## config.mk

```make
export PLATFORM = sky130hd
export DESIGN_NAME = byte_frame_deframer_xor_check_flat
export DESIGN_NICKNAME = d
export VERILOG_FILES = /design/src/hdl/bfdx_pkg.sv /design/src/hdl/bfdx_if.sv /design/src/hdl/bfdx_csr.sv /design/src/hdl/bfdx_parser.sv /design/src/hdl/bfdx_out_reg.sv /design/src/hdl/byte_frame_deframer_xor_check.sv /design/src/flat_wrapper.sv
export VERILOG_INCLUDE_DIRS = /design/src /design/src/hdl
export SDC_FILE = /design/constraint.sdc
export NUM_CORES = 1
export LEC_CHECK = 0
export ABC_AREA = 1
export CAP_MARGIN = 30
export CORE_AREA = 4 4 117 119
export DETAILED_ROUTE_END_ITERATION = 16
export DIE_AREA = 0 0 121 123
export DONT_BUFFER_PORTS = 1
export GPL_ROUTABILITY_DRIVEN = 1
export PLACE_DENSITY = 0.77
export SYNTH_ARGS = -nofsm -noshare
export SYNTH_HDL_FRONTEND = slang
export SYNTH_HIERARCHICAL = 1
export SYNTH_SLANG_ARGS = --single-unit
```

## constraint.sdc

```tcl
create_clock -name clock -period 7.4 [get_ports clock]
set_input_delay 0.37 -clock clock [delete_from_list [all_inputs] [get_ports clock]]
set_output_delay 0.37 -clock clock [all_outputs]
set_load 0.01 [all_outputs]
```

## src/hdl/byte_frame_deframer_xor_check_defines.svh

```systemverilog
// Assertion macros shared by the deframer modules.
// Each macro samples on the rising edge of clock and is disabled while reset is high.
`ifndef BYTE_FRAME_DEFRAMER_XOR_CHECK_DEFINES_SVH
`define BYTE_FRAME_DEFRAMER_XOR_CHECK_DEFINES_SVH

// The consequent must hold in the same cycle as the antecedent.
`define BFDX_ASSERT_NOW(label, ante, cons, msg) \
   label: assert property (@(posedge clock) disable iff (reset) (ante) |-> (cons)) \
      else $error(msg);

// The consequent must hold in the cycle after the antecedent.
`define BFDX_ASSERT_NEXT(label, ante, cons, msg) \
   label: assert property (@(posedge clock) disable iff (reset) (ante) |=> (cons)) \
      else $error(msg);

`endif

```

## src/hdl/bfdx_pkg.sv

```systemverilog
package bfdx_pkg;

   // Field widths
   localparam int BYTE_W  = 8;
   localparam int LEN_W   = 16;
   localparam int EVENT_W = 3;
   localparam int CSR_IDX_W  = 1;
   localparam int CSR_DATA_W = 16;

   // Register reset values
   localparam logic [BYTE_W-1:0] START_MARKER_RESET  = 8'hAA;
   localparam logic [LEN_W-1:0]  PAYLOAD_LIMIT_RESET = 16'd256;

   // Register indexes
   localparam logic [CSR_IDX_W-1:0] CSR_START_MARKER  = 1'd0;
   localparam logic [CSR_IDX_W-1:0] CSR_PAYLOAD_LIMIT = 1'd1;

   // Parser phases
   typedef enum logic [2:0] {
      PH_IDLE    = 3'd0,
      PH_LEN_LO  = 3'd1,
      PH_LEN_HI  = 3'd2,
      PH_TYPE    = 3'd3,
      PH_PAYLOAD = 3'd4,
      PH_CHECK   = 3'd5
   } bfdx_phase_type;

   // Result events
   typedef enum logic [EVENT_W-1:0] {
      EV_NONE   = 3'd0,
      EV_BYTE   = 3'd1,
      EV_GOOD   = 3'd2,
      EV_BADSUM = 3'd3,
      EV_BADLEN = 3'd4
   } bfdx_event_type;

   // Configuration as seen by the parser
   typedef struct packed {
      logic [BYTE_W-1:0] start_marker;
      logic [LEN_W-1:0]  payload_limit;
   } bfdx_cfg_type;

   // One result word
   typedef struct packed {
      bfdx_event_type    event_res;
      logic [BYTE_W-1:0] payload_byte;
      logic [LEN_W-1:0]  byte_index;
      logic [BYTE_W-1:0] frame_type;
      logic [LEN_W-1:0]  payload_length;
   } bfdx_result_type;

endpackage

```

## src/hdl/bfdx_if.sv

```systemverilog
// Received byte channel.
interface bfdx_req_if;
   logic                          valid;
   logic                          ready;
   logic [bfdx_pkg::BYTE_W-1:0]   rx_byte;

   modport source (output valid, output rx_byte, input ready);
   modport sink   (input valid, input rx_byte, output ready);
endinterface

// Result channel.
interface bfdx_rsp_if;
   logic                          valid;
   logic                          ready;
   logic [bfdx_pkg::EVENT_W-1:0]  event_res;
   logic [bfdx_pkg::BYTE_W-1:0]   payload_byte;
   logic [bfdx_pkg::LEN_W-1:0]    byte_index;
   logic [bfdx_pkg::BYTE_W-1:0]   frame_type;
   logic [bfdx_pkg::LEN_W-1:0]    payload_length;

   modport source (output valid, output event_res, output payload_byte,
                   output byte_index, output frame_type, output payload_length,
                   input ready);
   modport sink   (input valid, input event_res, input payload_byte,
                   input byte_index, input frame_type, input payload_length,
                   output ready);
endinterface

```

## src/hdl/bfdx_csr.sv

```systemverilog
module bfdx_csr (
   input  logic                             clock,
   input  logic                             reset,
   input  logic                             csr_we,
   input  logic [bfdx_pkg::CSR_IDX_W-1:0]   csr_index,
   input  logic [bfdx_pkg::CSR_DATA_W-1:0]  csr_wdata,
   output bfdx_pkg::bfdx_cfg_type           cfg
);
   import bfdx_pkg::*;

   logic [BYTE_W-1:0] start_marker_ff, start_marker_in;
   logic [LEN_W-1:0]  payload_limit_ff, payload_limit_in;

   // Register write decode.
   always_comb begin
      start_marker_in  = start_marker_ff;
      payload_limit_in = payload_limit_ff;
      if (csr_we) begin
         unique case (csr_index)
            CSR_START_MARKER:  start_marker_in  = csr_wdata[BYTE_W-1:0];
            CSR_PAYLOAD_LIMIT: payload_limit_in = csr_wdata[LEN_W-1:0];
            default: ;
         endcase
      end
   end

   always_ff @(posedge clock) begin
      if (reset) begin
         start_marker_ff  <= START_MARKER_RESET;
         payload_limit_ff <= PAYLOAD_LIMIT_RESET;
      end else begin
         start_marker_ff  <= start_marker_in;
         payload_limit_ff <= payload_limit_in;
      end
   end

   assign cfg.start_marker  = start_marker_ff;
   assign cfg.payload_limit = payload_limit_ff;

endmodule

```

## src/hdl/bfdx_parser.sv

```systemverilog
module bfdx_parser (
   input  logic                          clock,
   input  logic                          reset,
   input  logic                          accept,
   input  logic [bfdx_pkg::BYTE_W-1:0]   rx_byte,
   input  bfdx_pkg::bfdx_cfg_type        cfg,
   output bfdx_pkg::bfdx_result_type     result
);
   import bfdx_pkg::*;
   `include "byte_frame_deframer_xor_check_defines.svh"

   bfdx_phase_type    phase_ff, phase_in;
   logic [LEN_W-1:0]  decl_len_ff, decl_len_in;
   logic [LEN_W-1:0]  count_ff, count_in;
   logic [BYTE_W-1:0] run_xor_ff, run_xor_in;
   logic [BYTE_W-1:0] held_type_ff, held_type_in;

   logic [LEN_W-1:0]  full_len;
   logic              len_bad;
   logic              last_payload;
   logic [LEN_W:0]    count_inc;
   logic [LEN_W:0]    decl_wide;

   // Length assembled from the held low byte and the incoming high byte.
   assign full_len = {rx_byte, decl_len_ff[BYTE_W-1:0]};
   assign len_bad  = (full_len == '0) ||
                     ({1'b0, full_len} > ({1'b0, cfg.payload_limit} + 17'd1));

   // The current byte is the last payload byte once count plus two reaches the length.
   assign last_payload = (({1'b0, count_ff} + 17'd2) >= {1'b0, decl_len_ff});

   // Widened count and length for the consistency checks.
   assign count_inc = {1'b0, count_ff} + 17'd1;
   assign decl_wide = {1'b0, decl_len_ff};

   // Next phase.
   always_comb begin
      phase_in = phase_ff;
      unique case (phase_ff)
         PH_LEN_LO:  phase_in = PH_LEN_HI;
         PH_LEN_HI:  phase_in = len_bad ? PH_IDLE : PH_TYPE;
         PH_TYPE:    phase_in = (decl_len_ff == 16'd1) ? PH_CHECK : PH_PAYLOAD;
         PH_PAYLOAD: phase_in = last_payload ? PH_CHECK : PH_PAYLOAD;
         PH_CHECK:   phase_in = PH_IDLE;
         default:    phase_in = (rx_byte == cfg.start_marker) ? PH_LEN_LO : PH_IDLE;
      endcase
   end

   // Datapath updates and the result word.
   always_comb begin
      decl_len_in  = decl_len_ff;
      count_in     = count_ff;
      run_xor_in   = run_xor_ff;
      held_type_in = held_type_ff;
      result       = '0;
      result.event_res = EV_NONE;
      unique case (phase_ff)
         PH_LEN_LO: begin
            decl_len_in = {{(LEN_W-BYTE_W){1'b0}}, rx_byte};
            run_xor_in  = rx_byte;
         end
         PH_LEN_HI: begin
            decl_len_in = full_len;
            run_xor_in  = run_xor_ff ^ rx_byte;
            if (len_bad) begin
               result.event_res = EV_BADLEN;
            end
         end
         PH_TYPE: begin
            held_type_in = rx_byte;
            run_xor_in   = run_xor_ff ^ rx_byte;
            count_in     = '0;
         end
         PH_PAYLOAD: begin
            result.event_res    = EV_BYTE;
            result.payload_byte = rx_byte;
            result.byte_index   = count_ff;
            run_xor_in          = run_xor_ff ^ rx_byte;
            count_in            = count_ff + 16'd1;
         end
         PH_CHECK: begin
            result.event_res      = (rx_byte == run_xor_ff) ? EV_GOOD : EV_BADSUM;
            result.frame_type     = held_type_ff;
            result.payload_length = count_ff;
         end
         default: begin
            if (rx_byte == cfg.start_marker) begin
               decl_len_in  = '0;
               count_in     = '0;
               run_xor_in   = '0;
               held_type_in = '0;
            end
         end
      endcase
   end

   // State advances only on an accepted word.
   always_ff @(posedge clock) begin
      if (reset) begin
         phase_ff     <= PH_IDLE;
         decl_len_ff  <= '0;
         count_ff     <= '0;
         run_xor_ff   <= '0;
         held_type_ff <= '0;
      end else if (accept) begin
         phase_ff     <= phase_in;
         decl_len_ff  <= decl_len_in;
         count_ff     <= count_in;
         run_xor_ff   <= run_xor_in;
         held_type_ff <= held_type_in;
      end
   end

   // Counter and declared length must stay consistent within a frame.
   `BFDX_ASSERT_NOW(a_payload_count, phase_ff == PH_PAYLOAD, count_inc < decl_wide, "count ran over")
   `BFDX_ASSERT_NOW(a_check_count, phase_ff == PH_CHECK, count_inc == decl_wide, "bad final count")
   `BFDX_ASSERT_NEXT(a_reject_idle, accept && len_bad && phase_ff == PH_LEN_HI, phase_ff == PH_IDLE, "not idle")

endmodule

```

## src/hdl/bfdx_out_reg.sv

```systemverilog
module bfdx_out_reg (
   input  logic                       clock,
   input  logic                       reset,
   input  logic                       in_valid,
   output logic                       in_ready,
   input  bfdx_pkg::bfdx_result_type  in_result,
   bfdx_rsp_if.source                 rsp_if
);
   import bfdx_pkg::*;
   `include "byte_frame_deframer_xor_check_defines.svh"

   logic            valid_ff, valid_in;
   bfdx_result_type data_ff, data_in;
   logic            in_fire;

   // The register takes a new word whenever it is empty or being drained.
   assign in_ready = !valid_ff || rsp_if.ready;
   assign in_fire  = in_valid && in_ready;

   always_comb begin
      valid_in = valid_ff;
      data_in  = data_ff;
      if (in_fire) begin
         valid_in = 1'b1;
         data_in  = in_result;
      end else if (rsp_if.ready) begin
         valid_in = 1'b0;
      end
   end

   always_ff @(posedge clock) begin
      if (reset) begin
         valid_ff <= 1'b0;
      end else begin
         valid_ff <= valid_in;
      end
   end

   always_ff @(posedge clock) begin
      data_ff <= data_in;
   end

   assign rsp_if.valid          = valid_ff;
   assign rsp_if.event_res      = data_ff.event_res;
   assign rsp_if.payload_byte   = data_ff.payload_byte;
   assign rsp_if.byte_index     = data_ff.byte_index;
   assign rsp_if.frame_type     = data_ff.frame_type;
   assign rsp_if.payload_length = data_ff.payload_length;

   // Every accepted word is presented in the following cycle.
   `BFDX_ASSERT_NEXT(a_result_follows, in_fire, valid_ff, "accepted word produced no result")
   `BFDX_ASSERT_NEXT(a_result_held, valid_ff && !rsp_if.ready, valid_ff && (data_ff == $past(data_ff)), "stalled result lost or changed")

endmodule

```

## src/hdl/byte_frame_deframer_xor_check.sv

```systemverilog
// Channel   Direction  Contents
// req_if    in         one received byte per word
// rsp_if    out        one result word per received byte
// csr_*     in         start marker and maximum payload writes
//
// Each received byte's result is registered and appears in the cycle after the byte is accepted.
// A new byte can be accepted every cycle, limited only by the output register.
// The output register accepts while empty or while its word is being taken.
// Reset is synchronous and returns the parser to idle with default registers.
module byte_frame_deframer_xor_check (
   input  logic                             clock,
   input  logic                             reset,
   bfdx_req_if.sink                         req_if,
   bfdx_rsp_if.source                       rsp_if,
   input  logic                             csr_we,
   input  logic [bfdx_pkg::CSR_IDX_W-1:0]   csr_index,
   input  logic [bfdx_pkg::CSR_DATA_W-1:0]  csr_wdata
);
   import bfdx_pkg::*;

   bfdx_cfg_type    cfg;
   bfdx_result_type result;
   logic            out_ready;
   logic            req_fire;

   assign req_if.ready = out_ready;
   assign req_fire     = req_if.valid && out_ready;

   // Configuration registers.
   bfdx_csr u_csr (
      .clock     (clock),
      .reset     (reset),
      .csr_we    (csr_we),
      .csr_index (csr_index),
      .csr_wdata (csr_wdata),
      .cfg       (cfg)
   );

   // Frame parser.
   bfdx_parser u_parser (
      .clock   (clock),
      .reset   (reset),
      .accept  (req_fire),
      .rx_byte (req_if.rx_byte),
      .cfg     (cfg),
      .result  (result)
   );

   // Result register.
   bfdx_out_reg u_out_reg (
      .clock     (clock),
      .reset     (reset),
      .in_valid  (req_if.valid),
      .in_ready  (out_ready),
      .in_result (result),
      .rsp_if    (rsp_if)
   );

endmodule
```

## src/flat_wrapper.sv

```systemverilog
// flat-port wrapper written by rule: the top's interface ports become plain ports
module byte_frame_deframer_xor_check_flat import bfdx_pkg::*;
  (clock, reset, csr_we, csr_index, csr_wdata, req_if_valid, req_if_rx_byte, req_if_ready, rsp_if_valid, rsp_if_event_res, rsp_if_payload_byte, rsp_if_byte_index, rsp_if_frame_type, rsp_if_payload_length, rsp_if_ready);
  bfdx_req_if req_if_i ();
  bfdx_rsp_if rsp_if_i ();
  input  logic clock;
  input  logic reset;
  input  logic csr_we;
  input  logic [bfdx_pkg::CSR_IDX_W-1:0] csr_index;
  input  logic [bfdx_pkg::CSR_DATA_W-1:0] csr_wdata;
  input wire logic [$bits(req_if_i.valid)-1:0] req_if_valid;
  input wire logic [$bits(req_if_i.rx_byte)-1:0] req_if_rx_byte;
  output wire logic [$bits(req_if_i.ready)-1:0] req_if_ready;
  output wire logic [$bits(rsp_if_i.valid)-1:0] rsp_if_valid;
  output wire logic [$bits(rsp_if_i.event_res)-1:0] rsp_if_event_res;
  output wire logic [$bits(rsp_if_i.payload_byte)-1:0] rsp_if_payload_byte;
  output wire logic [$bits(rsp_if_i.byte_index)-1:0] rsp_if_byte_index;
  output wire logic [$bits(rsp_if_i.frame_type)-1:0] rsp_if_frame_type;
  output wire logic [$bits(rsp_if_i.payload_length)-1:0] rsp_if_payload_length;
  input wire logic [$bits(rsp_if_i.ready)-1:0] rsp_if_ready;
  assign req_if_i.valid = req_if_valid;
  assign req_if_i.rx_byte = req_if_rx_byte;
  assign req_if_ready = req_if_i.ready;
  assign rsp_if_valid = rsp_if_i.valid;
  assign rsp_if_event_res = rsp_if_i.event_res;
  assign rsp_if_payload_byte = rsp_if_i.payload_byte;
  assign rsp_if_byte_index = rsp_if_i.byte_index;
  assign rsp_if_frame_type = rsp_if_i.frame_type;
  assign rsp_if_payload_length = rsp_if_i.payload_length;
  assign rsp_if_i.ready = rsp_if_ready;
  byte_frame_deframer_xor_check u_core (.clock(clock), .reset(reset), .req_if(req_if_i), .rsp_if(rsp_if_i), .csr_we(csr_we), .csr_index(csr_index), .csr_wdata(csr_wdata));
endmodule
```

# --- Yosys cells after proc, flatten, opt, wreduce, memory -nomap -nowiden ---
# Cells that the tools add are included.
classes:
  order_cmp: 2
  bitwise_logic: 7
  reduce_logical: 22
  n_eq_ne: 8
  muxes: 16
  n_addsub: 3
op_table:
  columns: ["operator", "count"]
  rows:
  - ["one-hot mux 16 bit (3 select lines)", 2]
  - ["one-hot mux 8 bit (3 select lines)", 1]
  - ["adder 16 x 1 -> 17 bit (second input constant)", 1]
  - ["adder 16 x 2 -> 17 bit (second input constant)", 1]
  - [">= comparator 17 x 16 -> 1 bit", 1]
  - ["greater-than comparator 16 x 17 -> 1 bit", 1]
  - ["adder 16 x 1 -> 16 bit (second input constant)", 1]
  - ["equality test 16 x 1 -> 1 bit (second input constant)", 1]
  - ["equality test 8 bit", 2]
  - ["zero test 16 bit", 1]
  - ["two-way mux 16 bit", 1]
  - ["one-hot mux 8 bit (2 select lines)", 1]
  - ["one-hot mux 3 bit (5 select lines)", 1]
  - ["AND reduction 3 bit", 4]
  - ["one-hot mux 3 bit (3 select lines)", 1]
  - ["nonzero test 3 bit", 3]
  - ["OR reduction 3 bit", 3]
  - ["two-way mux 8 bit", 1]
  - ["XOR 8 bit", 1]
  - ["equality test 3 x 2 -> 1 bit (second input constant)", 2]
  - ["equality test 3 bit (second input constant)", 2]
  - ["two-way mux 1 bit", 6]
  - ["inverter 1 bit", 6]
  - ["nonzero test 2 bit", 3]
  - ["9 further kinds", 11]
word_totals:
  regBits: 127
  word_cells: 72

# --- Longest topological paths before layout ---
logic_depth:
  ltp_word: 5
  ltp_mapped: 22

# --- Cells and area by module ---
# The synthesis kept the hierarchy.
by_module_without_submodules:
  columns: ["mod", "cells_per_inst", "instances", "area_per_inst_um2", "seq_area_each_um2"]
  rows:
  - ["bfdx_parser", 611, 1, 4006.3, 1021.0]
  - ["bfdx_out_reg", 57, 1, 1579.0, 1551.5]
  - ["bfdx_csr", 116, 1, 902.1, 480.5]
  - ["byte_frame_deframer_xor_check", 2, 1, 7.5, 0.0]

# --- Least setup slack after synthesis ---
# OpenSTA, ideal clock, no wires.
synth_timing:
  path_type: "input-to-reg"
  start: "in req_if_valid"
  end: "reg u_core.u_out_reg.data_ff, in the netlist u_core/u_out_reg/rsp_if.byte_index[0], enable pin"
  path_stages: 2
  path_slack_ns: 4.012
  required_time_ns: 6.924
  t_arrival_ns: 2.912
  path_cell_list: "inv_1 a21oi_1"
synth_between:
  elab_chain_cells: 1
synth_rtl:
  columns: ["element", "line_no", "text"]
  rows:
  - ["start: declaration", "flat_wrapper.sv:11", "input wire logic [$bits(req_if_i.valid)-1:0] req_if_valid;"]
  - ["logical AND 1 bit", "bfdx_out_reg.sv:18", "assign in_fire = in_valid && in_ready;"]
  - ["via u_core.u_out_reg.in_fire", "bfdx_out_reg.sv:14", "logic in_fire;"]
  - ["end signal: assignment", "bfdx_out_reg.sv:40", "data_ff <= data_in;"]
  - ["end: declaration", "bfdx_out_reg.sv:13", "bfdx_result_type data_ff, data_in;"]
# The timed path passes the listed nets, and every way through them passes these cells.
# A chain may end at the register's enable or synchronous reset.

# --- Worst setup path in the final report ---
layout_timing:
  start: "reg u_core.u_parser.phase_ff[2]"
  end: "reg u_core.u_parser.count_ff[4]"
layout_between:
  elab_chain_cells: 4
  word_cells_on_any_way: 10
  classes_between: "5 x eq/ne; 1 x mux; 1 x bitwise; 3 x reduce/logical"
layout_rtl:
  columns: ["element", "line_no", "text"]
  rows:
  - ["start: declaration", "bfdx_parser.sv:12", "bfdx_phase_type phase_ff, phase_in;"]
  - ["start signal: assignment", "bfdx_parser.sv:106", "phase_ff <= phase_in;"]
  - ["equality test 3 bit, or another cell as far along", "bfdx_parser.sv:57", "unique case (phase_ff)"]
  - ["OR reduction 3 bit (no source line)", null, null]
  - ["inverter 1 bit (no source line)", null, null]
  - ["AND reduction 3 bit (no source line)", null, null]
  - ["end signal: assignment", "bfdx_parser.sv:108", "count_ff <= count_in;"]
  - ["end: declaration", "bfdx_parser.sv:14", "logic [LEN_W-1:0] count_ff, count_in;"]
# Several ways; a longest one is shown, not always the timed one.

==> flow_results.xml <==
<?xml version="1.0" encoding="UTF-8"?>
<metrics>
  <group name="setup_path">
    <metric name="timing.critical_path.arrival" unit="ps">3330</metric>
    <metric name="crit_path_top_delay_cell" unit="">sky130_fd_sc_hd__nand2_1</metric>
    <metric name="worst-endpoint-required" unit="ps">7690</metric>
    <metric name="critPathLaunchType" unit="">flop</metric>
    <metric name="timing_worst_setup_path_type" unit="">reg -&gt; reg</metric>
    <metric name="crit-reg2reg-launch" unit="">u_core/u_parser/phase_ff[2]$_SDFFE_PP0P_</metric>
    <metric name="path_delay_family" unit="">simple AND/OR/NAND/NOR gates</metric>
    <metric name="worstPathMaxFanout" unit="">29</metric>
    <metric name="max_stage_delay" unit="ps">600</metric>
    <metric name="worst-r2r-cell-count" unit="">11</metric>
    <metric name="critPathCaptureType" unit="">flop</metric>
    <metric name="path_common_cell" unit="">sky130_fd_sc_hd__nand2_1</metric>
    <metric name="crit-reg2reg-capture" unit="">u_core/u_parser/count_ff[4]$_SDFFE_PP0P_</metric>
    <metric name="crit_buf_inv" unit="">3</metric>
    <metric name="setup.reg_to_reg.worst_slack" unit="ps">4370</metric>
    <metric name="cp_cell_sequence" unit="">inv_2 -&gt; nor2_1 -&gt; nand2_1 -&gt; nand2_1 -&gt; inv_1 -&gt; nand2_1 -&gt; nand2_1 -&gt; o21ai_2 -&gt; inv_1 -&gt; o21ai_0 -&gt; a21oi_1</metric>
  </group>
  <group name="cts">
    <metric name="cts_buffers" unit="">17</metric>
    <metric name="postCtsSetupRepairBufs" unit="">0</metric>
    <metric name="clk_root_buf" unit="">sky130_fd_sc_hd__clkbuf_16</metric>
    <metric name="h-tree-depth" unit="">4</metric>
    <metric name="numClockSinks" unit="">127</metric>
    <metric name="postCtsResizedCells" unit="">0</metric>
    <metric name="tritoncts_clock_tree" unit="">done</metric>
    <metric name="worst_setup_hold_path_clk_slew" unit="ps">60</metric>
    <metric name="clock_tree.buffer_depth" unit="">2</metric>
    <metric name="latest_clock_arrival_within_the_worst_skew_pair" unit="ps">420</metric>
  </group>
  <group name="place">
    <metric name="dp.final_hpwl" unit="mm">10.3</metric>
    <metric name="io_buffer_count" unit="">0</metric>
    <metric name="globalplace.congestion" unit="">0.891</metric>
    <metric name="post_placement_cell_count" unit="">936</metric>
    <metric name="placement.setup.worst_slack" unit="ps">4450</metric>
  </group>
  <group name="timing">
    <metric name="period_minus_slack" unit="ps">3030</metric>
    <metric name="final-setup-viol-count" unit="">0</metric>
    <metric name="grt_setup_unrepaired" unit="">no</metric>
    <metric name="finClkSkew" unit="ps">7.36</metric>
    <metric name="setup-tns-final" unit="ps">0</metric>
    <metric name="max_slew.worst_pin.slew" unit="ps">1010</metric>
    <metric name="fmaxAchievable" unit="GHz">0.330</metric>
    <metric name="finalHoldViolCount" unit="">0</metric>
    <metric name="finalMaxSlewViolations" unit="">0</metric>
    <metric name="period_utilization" unit="%">41.0</metric>
    <metric name="final_critical_path_setup_slack" unit="ps">4370</metric>
    <metric name="max-slew-margin-rel" unit="%">32.6</metric>
  </group>
  <group name="detailed_routing">
    <metric name="wl_per_cell" unit="um">14.6</metric>
    <metric name="drtAntennaViolNets" unit="">0</metric>
    <metric name="route.detailed.vias_per_inst" unit="">5.26</metric>
    <metric name="vias" unit="">5096</metric>
    <metric name="dr.pass1.iters" unit="">4</metric>
    <metric name="detail_route.wirelength" unit="mm">14.2</metric>
    <metric name="drc_errors" unit="">0</metric>
    <metric name="initial_drc_count" unit="">309</metric>
  </group>
  <group name="floorplanning">
    <metric name="die_width" unit="um">121</metric>
    <metric name="core_region_area" unit="sq um">12600</metric>
    <metric name="pin_count" unit="">83</metric>
    <metric name="floorplan.die.height" unit="um">123</metric>
    <metric name="num_rows" unit="">41</metric>
    <metric name="start_util" unit="%">51.7</metric>
    <metric name="floorplan.die_area" unit="sq um">14900</metric>
  </group>
  <group name="synth">
    <metric name="edff_count_synth" unit="">51</metric>
    <metric name="synth_top_area_share" unit="%">23.6</metric>
    <metric name="syn_area_per_cell" unit="sq um">8.26</metric>
    <metric name="post-synth-top-area-cell" unit="">sky130_fd_sc_hd__edfxtp_1</metric>
    <metric name="netlist_top_cells_area" unit="">sky130_fd_sc_hd__edfxtp_1, sky130_fd_sc_hd__dfxtp_1, sky130_fd_sc_hd__nor2_1</metric>
    <metric name="yosys_warnings" unit="">6</metric>
    <metric name="postSynthNetCount" unit="">851</metric>
    <metric name="seq_area_frac_synth" unit="%">47.0</metric>
    <metric name="netlist_instances" unit="">786</metric>
    <metric name="synth_commonest_cells" unit="">sky130_fd_sc_hd__nor2_1, sky130_fd_sc_hd__nand2_1, sky130_fd_sc_hd__inv_1</metric>
    <metric name="post_synth_instance_area" unit="sq um">6490</metric>
    <metric name="proportion_of_synthesized_flip_flops_having_asynchronous_set_or_reset" unit="%">0</metric>
    <metric name="yosys.cell_count.top_type" unit="">sky130_fd_sc_hd__nor2_1</metric>
    <metric name="yosys_cell_types" unit="">43</metric>
    <metric name="synth_ff_type" unit="">sky130_fd_sc_hd__dfxtp_1</metric>
    <metric name="yosys_register_bits" unit="">127</metric>
  </group>
  <group name="power">
    <metric name="seq_power_share" unit="%">43.0</metric>
    <metric name="power.net_switching" unit="uW">423</metric>
    <metric name="power.switching_fraction" unit="%">23.1</metric>
    <metric name="leakage" unit="nW">2.97</metric>
    <metric name="power-per-cell-area" unit="nW/um^2">253</metric>
    <metric name="combinationalPowerShare" unit="%">7.8</metric>
    <metric name="vdd_drop_max" unit="uV">144</metric>
    <metric name="internal_power" unit="mW">1.41</metric>
    <metric name="power.clock.fraction" unit="%">49.2</metric>
  </group>
  <group name="layout">
    <metric name="area_growth" unit="%">11.8</metric>
    <metric name="final_net_count" unit="">849</metric>
    <metric name="final_layout_size_suffix_gt1_share" unit="%">7.65</metric>
    <metric name="final_standard_cell_count_with_taps_included_and_fillers_excluded" unit="">969</metric>
    <metric name="diodes" unit="">0</metric>
  </group>
  <group name="global_route">
    <metric name="number_of_antenna_violations_at_the_first_check_in_global_routing" unit="">0</metric>
    <metric name="grt_pass1_wl" unit="mm">23.1</metric>
    <metric name="grt_start_max_net_pins" unit="">52</metric>
    <metric name="via_count_of_the_first_global_routing_pass" unit="">4727</metric>
    <metric name="global_route.overflow_total" unit="">0</metric>
    <metric name="grtUsageTotal" unit="%">19.6</metric>
  </group>
  <group name="hold_path">
    <metric name="holdPathEnd" unit="">u_core/u_parser/phase_ff[0]$_SDFFE_PP0P_</metric>
    <metric name="hold-path-cell-count" unit="">1</metric>
    <metric name="hp-class" unit="">in -&gt; reg</metric>
    <metric name="worst_hold_startpoint" unit="">reset</metric>
  </group>
  <group name="run_status">
    <metric name="result_of_the_run" unit="">finished clean</metric>
  </group>
  <group name="job">
    <metric name="max_cap_viols" unit="">0</metric>
  </group>
</metrics>
[cell usage in the layout (no fill, tap or decap), types with 6 or more instances in the layout]
master,Yosys,routed
sky130_fd_sc_hd__nor2_1,140,140
sky130_fd_sc_hd__nand2_1,112,112
sky130_fd_sc_hd__inv_1,98,98
sky130_fd_sc_hd__dfxtp_1,76,76
sky130_fd_sc_hd__o21ai_0,52,52
sky130_fd_sc_hd__edfxtp_1,51,51
sky130_fd_sc_hd__a21oi_1,41,40
sky130_fd_sc_hd__ha_1,35,35
sky130_fd_sc_hd__nand3_1,27,27
sky130_fd_sc_hd__xor2_1,23,23
sky130_fd_sc_hd__xnor2_1,18,18
sky130_fd_sc_hd__clkbuf_16,0,17
sky130_fd_sc_hd__nor3_1,16,16
sky130_fd_sc_hd__a211oi_1,9,9
sky130_fd_sc_hd__nand4_1,8,8
sky130_fd_sc_hd__o32ai_1,8,8
sky130_fd_sc_hd__inv_2,7,7
sky130_fd_sc_hd__nor4_1,6,6
[worst max-delay path by stage]
stage	startpoint	end	slack, ps	cells after the start
3_5_place_dp	u_core/u_parser/phase_ff[2]$_SDFFE_PP0P_	u_core/u_parser/count_ff[8]$_SDFFE_PP0P_	4450	11
5_1_grt	u_core/u_parser/phase_ff[2]$_SDFFE_PP0P_	u_core/u_parser/count_ff[4]$_SDFFE_PP0P_	4010	11
4_1_cts	u_core/u_parser/phase_ff[2]$_SDFFE_PP0P_	u_core/u_parser/count_ff[8]$_SDFFE_PP0P_	4420	11
2_1_floorplan	req_if_valid	u_core/u_out_reg/rsp_if.byte_index[0]$_DFFE_PP_	4010	2
3_3_place_gp	u_core/u_parser/phase_ff[2]$_SDFFE_PP0P_	u_core/u_parser/count_ff[10]$_SDFFE_PP0P_	4500	11
6_report	u_core/u_parser/phase_ff[2]$_SDFFE_PP0P_	u_core/u_parser/count_ff[4]$_SDFFE_PP0P_	4370	11
[metal layers]
layer  vias up  wire (um)  part of all wire [%]  track usage (%)
met5         -          0                     0                0
met4         0        171                   1.2             7.22
met3        16        762                   5.4             4.67
met2       160       6470                    46             31.5
met1      2338       6790                    48             26.1
li1       2582          -                     -                -
[logic make-up after synthesis]
family / share of synthesized area [%]
and+or+nand+nor: 21.3
buffers and inverters: 8.07
AOI/OAI and AO/OA: 11.4
DFF: 47.0
xor gates and xnor gates: 5.53
adders and majority gates: 6.74
[power groups by stage]
| stage | logic, mW | registers [mW] | clock network (mW) |
|---|---|---|---|
| finish | 0.143 | 0.789 | 0.902 |
| CTS | 0.142 | 0.789 | 0.918 |
| floorplan | 0.122 | 0.798 | 0 |
| global placement | 0.138 | 0.803 | 0 |
| global route | 0.167 | 0.792 | 0.952 |
| detailed placement | 0.140 | 0.804 | 0 |
[worst register-to-register path, cell delays in order, from the launching register on]
cell and delay, ps:
sky130_fd_sc_hd__dfxtp_1 320, sky130_fd_sc_hd__inv_2 60, sky130_fd_sc_hd__nor2_1 140, sky130_fd_sc_hd__nand2_1 600, sky130_fd_sc_hd__nand2_1 430, sky130_fd_sc_hd__inv_1 140
sky130_fd_sc_hd__nand2_1 90, sky130_fd_sc_hd__nand2_1 90, sky130_fd_sc_hd__o21ai_2 510, sky130_fd_sc_hd__inv_1 310, sky130_fd_sc_hd__o21ai_0 170, sky130_fd_sc_hd__a21oi_1 60
[final cells by class]
class / instances / area [sq um]
Clock buffer: 18 / 429
Multi-Input combinational cell: 530 / 2930
Timing Repair Buffer: 2 / 17.5
Tap cell: 172 / 215
Inverter: 106 / 403
Clock inverter: 14 / 215
Fill cell: 1111 / 5310
Sequential cell: 127 / 3050
[registers in the layout, indices dropped and copies added, names as in the netlist]
register / cells
u_core/u_csr/payload_limit_ff: 16
u_core/u_csr/start_marker_ff: 8
u_core/u_out_reg/rsp_if.byte_index: 16
u_core/u_out_reg/rsp_if.event_res: 3
u_core/u_out_reg/rsp_if.frame_type: 8
u_core/u_out_reg/rsp_if.payload_byte: 8
u_core/u_out_reg/rsp_if.payload_length: 16
u_core/u_out_reg/rsp_if.valid: 1
u_core/u_parser/count_ff: 16
u_core/u_parser/decl_len_ff: 16
u_core/u_parser/held_type_ff: 8
u_core/u_parser/phase_ff: 3
u_core/u_parser/run_xor_ff: 8
[per-stage QoR]
step                total power, mW  cell area, sq um  hold WS, ps  util (%)
finish                         1.83              7260         24.5      57.8
global route                   1.91              7260         5.65      57.8
CTS                            1.85              7260         2.21      57.8
detailed placement            0.944              6610          436      52.6
global placement              0.941              6610          434      52.6
floorplan                     0.920              6490          422         -
[timing repair]
item | 4_1_cts | 5_1_grt
hold buffers | 1 | 0
endpoints found under the setup margin | 0 | 0
endpoints found under the hold margin | 1 | 0
Note: power is estimated with default switching activity, not from simulation.
